==> src/hdl/assert_macros.svh <==
// Assertion macros used by the RTL file of the autocall payoff block.
`ifndef ASSERT_MACROS_SVH
`define ASSERT_MACROS_SVH

// Clocked check, disabled while reset is asserted.
`define ASSERT_CLK(label, clk, rst_n, prop, msg) \
	label: assert property (@(posedge clk) disable iff (!rst_n) (prop)) else $error(msg);

// Clocked check that also holds during reset.
`define ASSERT_CLK_ALWAYS(label, clk, prop, msg) \
	label: assert property (@(posedge clk) (prop)) else $error(msg);

`endif

==> src/hdl/app_pkg.sv <==
// Package with widths, register indexes and a saturating helper for the autocall payoff block.
package app_pkg;

	localparam int AMT_W  = 32;
	localparam int DF_W   = 17;
	localparam int VAL_W  = 40;
	localparam int FRAC_W = 16;
	localparam int ADDR_W = 4;
	localparam int DATA_W = 32;

	localparam logic [VAL_W-1:0] VAL_MAX = {VAL_W{1'b1}};
	localparam logic [AMT_W-1:0] NOTIONAL_RST = 32'd65536;

	// Register indexes, taken from paddr[3:2].
	typedef enum logic [1:0] {
		REG_COUPON   = 2'd0,
		REG_BARRIER  = 2'd1,
		REG_NOTIONAL = 2'd2,
		REG_STYLE    = 2'd3
	} cfg_reg_t;

	// Coupon styles.
	localparam logic STYLE_ADDITIVE = 1'b0;
	localparam logic STYLE_MEMORY   = 1'b1;

	// A saturated value together with the flag that says it clipped.
	typedef struct packed {
		logic             sat;
		logic [VAL_W-1:0] value;
	} sat_val_t;

	// Add two 40-bit values, clipping at the all-ones maximum.
	function automatic sat_val_t sat_add(input logic [VAL_W-1:0] a, input logic [VAL_W-1:0] b);
		logic [VAL_W:0] sum;
		sat_val_t       res;
		sum = {1'b0, a} + {1'b0, b};
		res.sat   = sum[VAL_W];
		res.value = sum[VAL_W] ? VAL_MAX : sum[VAL_W-1:0];
		return res;
	endfunction

endpackage

==> src/hdl/autocall_path_payoff.sv <==
// Autocallable knock-out payoff: one path observation per beat, path value at the last one.
// A last observation is registered in the input stage, and its path value then in the output register.
// Throughput: one observation per cycle while in_stall is low; the path state loop is one add-add-multiply pass.
// in_stall rises only while a last observation waits behind an unaccepted result.
// Reset clears the path state, the pipeline valids and the registers (notional to 1.0).
module autocall_path_payoff (
	input  logic                         clk,
	input  logic                         arst_n,
	// Observation channel
	input  logic                         in_valid,
	output logic                         in_stall,
	input  logic [app_pkg::AMT_W-1:0]    spot_level,
	input  logic [app_pkg::DF_W-1:0]     discount_factor,
	input  logic                         last_observation,
	// Result channel
	output logic                         out_valid,
	input  logic                         out_stall,
	output logic [app_pkg::VAL_W-1:0]    path_value,
	output logic                         value_saturated,
	// Register port
	input  logic                         psel,
	input  logic                         penable,
	input  logic                         pwrite,
	input  logic [app_pkg::ADDR_W-1:0]   paddr,
	input  logic [app_pkg::DATA_W-1:0]   pwdata,
	output logic [app_pkg::DATA_W-1:0]   prdata,
	output logic                         pready
);

	import app_pkg::*;

	`include "assert_macros.svh"

	localparam int PC_W = DF_W + AMT_W;
	localparam int PM_W = DF_W + VAL_W;

	// Configuration registers
	logic [AMT_W-1:0] coupon_q;
	logic [AMT_W-1:0] barrier_q;
	logic [AMT_W-1:0] notional_q;
	logic             style_q;

	// Input stage
	logic             valid_s1;
	logic [AMT_W-1:0] spot_s1;
	logic [DF_W-1:0]  df_s1;
	logic             last_s1;

	// Path state
	logic [VAL_W-1:0] accrued_q;
	logic [VAL_W-1:0] running_q;
	logic             knocked_q;
	logic             sat_q;

	// Output register
	logic             out_valid_q;
	logic [VAL_W-1:0] out_value_q;
	logic             out_sat_q;

	logic             cfg_wr;
	cfg_reg_t         cfg_sel;
	logic             advance;
	logic             terminate;
	sat_val_t         acc_new;
	sat_val_t         total;
	logic [PM_W-1:0]  prod_mem;
	logic [PM_W-FRAC_W-1:0] pm_shift;
	logic [PC_W-1:0]  prod_cpn;
	logic [PC_W-1:0]  prod_ntl;
	sat_val_t         add_cpn;
	sat_val_t         add_ntl;
	logic [VAL_W-1:0] accrued_n;
	logic [VAL_W-1:0] running_n;
	logic             knocked_n;
	logic             sat_n;

	// Register port decode; pready is always high.
	assign pready  = 1'b1;
	assign cfg_wr  = psel && penable && pwrite;
	assign cfg_sel = cfg_reg_t'(paddr[ADDR_W-1:2]);

	always_ff @(posedge clk or negedge arst_n) begin
		if (!arst_n) begin
			coupon_q   <= '0;
			barrier_q  <= '0;
			notional_q <= NOTIONAL_RST;
			style_q    <= STYLE_ADDITIVE;
		end else if (cfg_wr) begin
			case (cfg_sel)
				REG_COUPON:   coupon_q   <= pwdata[AMT_W-1:0];
				REG_BARRIER:  barrier_q  <= pwdata[AMT_W-1:0];
				REG_NOTIONAL: notional_q <= pwdata[AMT_W-1:0];
				REG_STYLE:    style_q    <= pwdata[0];
				default:      ;
			endcase
		end
	end

	// Register read mux.
	always_comb begin
		case (cfg_sel)
			REG_COUPON:   prdata = DATA_W'(coupon_q);
			REG_BARRIER:  prdata = DATA_W'(barrier_q);
			REG_NOTIONAL: prdata = DATA_W'(notional_q);
			REG_STYLE:    prdata = DATA_W'(style_q);
			default:      prdata = '0;
		endcase
	end

	// The input stage moves on unless it holds a last observation and the result slot is taken.
	assign advance  = valid_s1 && (!last_s1 || !out_valid_q || !out_stall);
	assign in_stall = valid_s1 && !advance;

	always_ff @(posedge clk or negedge arst_n) begin
		if (!arst_n) begin
			valid_s1 <= 1'b0;
		end else if (!in_stall) begin
			valid_s1 <= in_valid;
		end
	end

	always_ff @(posedge clk) begin
		if (!in_stall && in_valid) begin
			spot_s1 <= spot_level;
			df_s1   <= discount_factor;
			last_s1 <= last_observation;
		end
	end

	// Memory style: accrue the coupon, then discount accrued plus notional on termination.
	assign terminate = (spot_s1 >= barrier_q) || last_s1;
	assign acc_new   = sat_add(accrued_q, VAL_W'(coupon_q));
	assign total     = sat_add(acc_new.value, VAL_W'(notional_q));
	assign prod_mem  = PM_W'(df_s1) * PM_W'(total.value);
	assign pm_shift  = prod_mem[PM_W-1:FRAC_W];

	// Additive style: discounted coupon every beat, discounted notional on termination.
	assign prod_cpn = PC_W'(df_s1) * PC_W'(coupon_q);
	assign prod_ntl = PC_W'(df_s1) * PC_W'(notional_q);
	assign add_cpn  = sat_add(running_q, VAL_W'(prod_cpn[PC_W-1:FRAC_W]));
	assign add_ntl  = sat_add(add_cpn.value, VAL_W'(prod_ntl[PC_W-1:FRAC_W]));

	// Next path state for the observation in the input stage.
	always_comb begin
		accrued_n = accrued_q;
		running_n = running_q;
		knocked_n = knocked_q;
		sat_n     = sat_q;
		if (!knocked_q) begin
			if (style_q == STYLE_MEMORY) begin
				accrued_n = acc_new.value;
				sat_n     = sat_n | acc_new.sat;
				if (terminate) begin
					running_n = pm_shift[VAL_W] ? VAL_MAX : pm_shift[VAL_W-1:0];
					sat_n     = sat_n | total.sat | pm_shift[VAL_W];
				end
			end else begin
				running_n = add_cpn.value;
				sat_n     = sat_n | add_cpn.sat;
				if (terminate) begin
					running_n = add_ntl.value;
					sat_n     = sat_n | add_ntl.sat;
				end
			end
			knocked_n = knocked_n | terminate;
		end
	end

	// Path state update; a last observation clears the path.
	always_ff @(posedge clk or negedge arst_n) begin
		if (!arst_n) begin
			accrued_q <= '0;
			running_q <= '0;
			knocked_q <= 1'b0;
			sat_q     <= 1'b0;
		end else if (advance) begin
			if (last_s1) begin
				accrued_q <= '0;
				running_q <= '0;
				knocked_q <= 1'b0;
				sat_q     <= 1'b0;
			end else begin
				accrued_q <= accrued_n;
				running_q <= running_n;
				knocked_q <= knocked_n;
				sat_q     <= sat_n;
			end
		end
	end

	// Output register holds the finished path value until the beat is taken.
	always_ff @(posedge clk or negedge arst_n) begin
		if (!arst_n) begin
			out_valid_q <= 1'b0;
		end else if (advance && last_s1) begin
			out_valid_q <= 1'b1;
		end else if (!out_stall) begin
			out_valid_q <= 1'b0;
		end
	end

	always_ff @(posedge clk) begin
		if (advance && last_s1) begin
			out_value_q <= running_n;
			out_sat_q   <= sat_n;
		end
	end

	assign out_valid       = out_valid_q;
	assign path_value      = out_value_q;
	assign value_saturated = out_sat_q;

	// A last observation always produces a result beat.
	`ASSERT_CLK(a_last_emits, clk, arst_n, advance && last_s1 |=> out_valid_q, "last observation gave no result")
	// The path state is empty after a result is produced.
	`ASSERT_CLK(a_state_clear, clk, arst_n, advance && last_s1 |=> (running_q == '0) && (accrued_q == '0) && !knocked_q && !sat_q, "path state not cleared")
	// A knocked-out path keeps its value until the last observation.
	`ASSERT_CLK(a_knocked_hold, clk, arst_n, advance && knocked_q && !last_s1 |=> $stable(running_q) && knocked_q, "knocked-out path changed")
	// Back-pressure only arises from a waiting last observation behind a full result slot.
	`ASSERT_CLK_ALWAYS(a_stall_cause, clk, !in_stall || (valid_s1 && last_s1 && out_valid_q && out_stall), "input stalled without cause")

endmodule

==> config.mk <==
export PLATFORM = sky130hd
export DESIGN_NAME = autocall_path_payoff
export DESIGN_NICKNAME = d
export VERILOG_FILES = /design/src/hdl/app_pkg.sv /design/src/hdl/autocall_path_payoff.sv
export VERILOG_INCLUDE_DIRS = /design/src /design/src/hdl
export SDC_FILE = /design/constraint.sdc
export NUM_CORES = 2
export LEC_CHECK = 0
export BUFFER_PORTS_ARGS = -buffer_cell sky130_fd_sc_hd__buf_2
export CAP_MARGIN = 20
export CELL_PAD_IN_SITES_DETAIL_PLACEMENT = 1
export CELL_PAD_IN_SITES_GLOBAL_PLACEMENT = 1
export CORE_ASPECT_RATIO = 1.5
export CORE_MARGIN = 4
export CORE_UTILIZATION = 40
export CTS_BUF_LIST = sky130_fd_sc_hd__clkbuf_2
export CTS_CLUSTER_DIAMETER = 30
export DETAILED_ROUTE_END_ITERATION = 10
export PLACE_DENSITY = 0.66
export SETUP_SLACK_MARGIN = 0.02
export SKIP_CTS_REPAIR_TIMING = 1
export SYNTH_ARGS = -nofsm -noshare
export SYNTH_HDL_FRONTEND = slang
export SYNTH_SLANG_ARGS = --single-unit
==> constraint.sdc <==
create_clock -name clk -period 14.4 [get_ports clk]
set_input_delay 2.88 -clock clk [delete_from_list [all_inputs] [get_ports clk]]
set_output_delay 2.88 -clock clk [all_outputs]
set_load 0.02 [all_outputs]
==> impl_metrics.tcl <==
set metrics [dict create \
    dpl.hpwl_mm 225 \
    hold_viol 0 \
    setup.worst_path.start_class "flop" \
    synthArstFlopShare_pct 66.5 \
    cp.required_ns 15.39 \
    crit_type "flop to flop" \
    clk_latency_ns 1.42 \
    worst_path_max_delay_cell "dfrtp_1" \
    placed_cell_area_um2 78800 \
    rsz0062_at_grt "true" \
    die_height_um 536 \
    routed_via_density 5.46 \
    ys.flop_type "dfrtp_1" \
    gp_congestion 0.934 \
    skew_ns 0.183 \
    drc 0 \
    grt_overflow_total 0 \
    max_slew.worst_pin.slew_ns 1.30 \
    max_freq_mhz 72.1 \
    ys_seq_area_share_pct 9.77 \
    grt_pass1_wl_mm 423 \
    post-route-period-util_pct 96.3 \
    clk_pin_slew_ns 0.10 \
    syn_area_per_cell_um2 8.67 \
    die-area_um2 193000 \
    period_needed_ns 13.87 \
    cts_tree "built" \
    synth_cells 8569 \
    arrival_ns 14.86 \
    layout_commonest_cell "inv_1" \
    ff2ff_path_depth 50 \
    clockRootBuffer "clkbuf_2" \
    r2r-end "path_value[23]" \
    dr.pass1.iters 7 \
    synth-edff-count 91 \
    dr_total_vias 61100 \
    worstHoldEndpoint "accrued_q[10]" \
    cpMostUsedCell "fa_1" \
    grt_pass1_vias 69600 \
    rows 193 \
    synth_cell_type_count 93 \
    ys_ff_latch 272 \
    layout-drive-gt1-share_pct 9.52 \
    ant_nets 0 \
    crit_path_max_fanout 7 \
    hp-class "flop to flop" \
    yosys_warnings 0 \
    cp_slowest_stage_delay_ns 0.60 \
    report.final.slew_viol_count 0 \
    syn_area_um2 74300 \
    htree_num_levels 3 \
    fill_cells 22000 \
    wire_per_inst_um 24.9 \
    syn2layout_area_growth_pct 7.72 \
    cts_buffer_depth 3 \
    cts_num_sinks 272 \
    design_area_um2 80000 \
    antenna_found_initial 29 \
    slew_headroom_pct 12.4 \
    outcome "complete, no violations" \
    core_area_um2 184000 \
    endpoint_kind "flop" \
    most-common-layout-cells "1769 x inv_1, 1588 x nand2_1, 1465 x fa_1" \
    cts_inserted_buffers 92 \
    r2r_setup_slack_ns 0.53 \
    setup_viol 0 \
    io_pins 169 \
    syn-num-nets 10700 \
    min_path_cells 1 \
    grt_max_degree 66 \
    min_from "accrued_q[10]" \
    drtIter0Drc 3033 \
    num-nets-final 10800 \
    start_util_pct 40.3 \
    r2r-start "coupon_q[13]" \
    port_buffers 165 \
    drt-total-wl_mm 278 \
    chipWidth_um 360 \
    cap_violations 0 \
    track_usage_pct 29.0 \
]
[layer usage]
metal | track usage [%] | up-vias | routed length [um]
met5 | 0 | - | 57
met4 | 15.5 | 8 | 17400
met3 | 3.52 | 595 | 13000
met2 | 52.7 | 1576 | 143000
met1 | 33.2 | 32500 | 105000
li1 | - | 26500 | -
[area by class of cell]
type	instances	area, um2	share of cell area, %
sequential	272	7270	9.09
antenna	18	45.0	0.0563
timing repair buffer	491	3600	4.50
tap	2437	3050	3.81
clock inverter	47	263	0.328
inverter	1770	6640	8.30
multi-input combinational	6038	58600	73.2
clock buffer	120	601	0.750
[cells in the mapped netlist (91+ instances only)]
cell type | count | area share (%)
clkbuf_1 | 404 | 2.0
inv_1 | 1770 | 8.9
a21oi_1 | 259 | 1.7
ha_1 | 533 | 9.0
xnor2_1 | 128 | 1.5
xor2_1 | 92 | 1.1
and2_1 | 497 | 4.2
nor2_1 | 194 | 0.98
nand2_1 | 1588 | 8.0
a21o_1 | 146 | 1.5
dfrtp_1 | 180 | 6.1
fa_1 | 1465 | 39
mux2_2 | 110 | 1.7
o21ai_0 | 213 | 1.4
edfxtp_1 | 91 | 3.7
[metrics by stage]
step	std cells	setup TNS [ns]	util, %	setup WS, ns	hold WS, ns
final	11200	0	43.4	0.532	0.523
after global routing	11200	-0.0251	43.4	-0.0155	0.541
after CTS	11200	-0.0559	43.2	-0.0501	0.522
after detailed placement	11000	0	42.7	0.0879	0.496
after global placement	11000	0	42.7	0.292	0.495
after floorplan	8569	0	-	2.36	0.477
[worst max path at each step]
stage                      start  slack [ns]              to
detailed placement      df_s1[5]        0.09   running_q[36]
finish              coupon_q[13]        0.53  path_value[23]
global route        coupon_q[13]       -0.02  path_value[23]
CTS                     df_s1[6]       -0.05   running_q[36]
floorplan            coupon_q[0]        2.36   path_value[5]
global placement       df_s1[12]        0.29   running_q[36]
[state kept, by name (all words and copies together) (netlist names), 17 cells and up]
name / cells
accrued_q: 40
df_s1: 17
running_q: 40
barrier_q: 32
notional_q: 32
spot_s1: 32
path_value: 40
coupon_q: 32
[logic make-up after synthesis]
kind of cell / count (synthesis) / synth area share [%]
AOI/OAI and AO/OA: 1043 / 9.42
xor gates and xnor gates: 220 / 2.59
adders and majority gates: 1998 / 48.4
buffers and inverters: 2259 / 11.5
DFF: 272 / 9.77
muxes: 148 / 2.20
other: 1 / 0.00505
and+or+nand+nor: 2628 / 16.0
[worst max-delay path: cells and delay by family (launching register included)]
family	cells	cell delay, ns
AO/OA/AOI/OAI	21	5.10
XOR/XNOR	1	0.34
adder cells (fa/ha/maj)	9	4.07
buffers and inverters	9	1.14
flip-flops	1	0.60
AND/OR/NAND/NOR	10	2.17
Power is not shown: default switching activity piles up to over one toggle a cycle in this logic, so the estimate is an artifact.
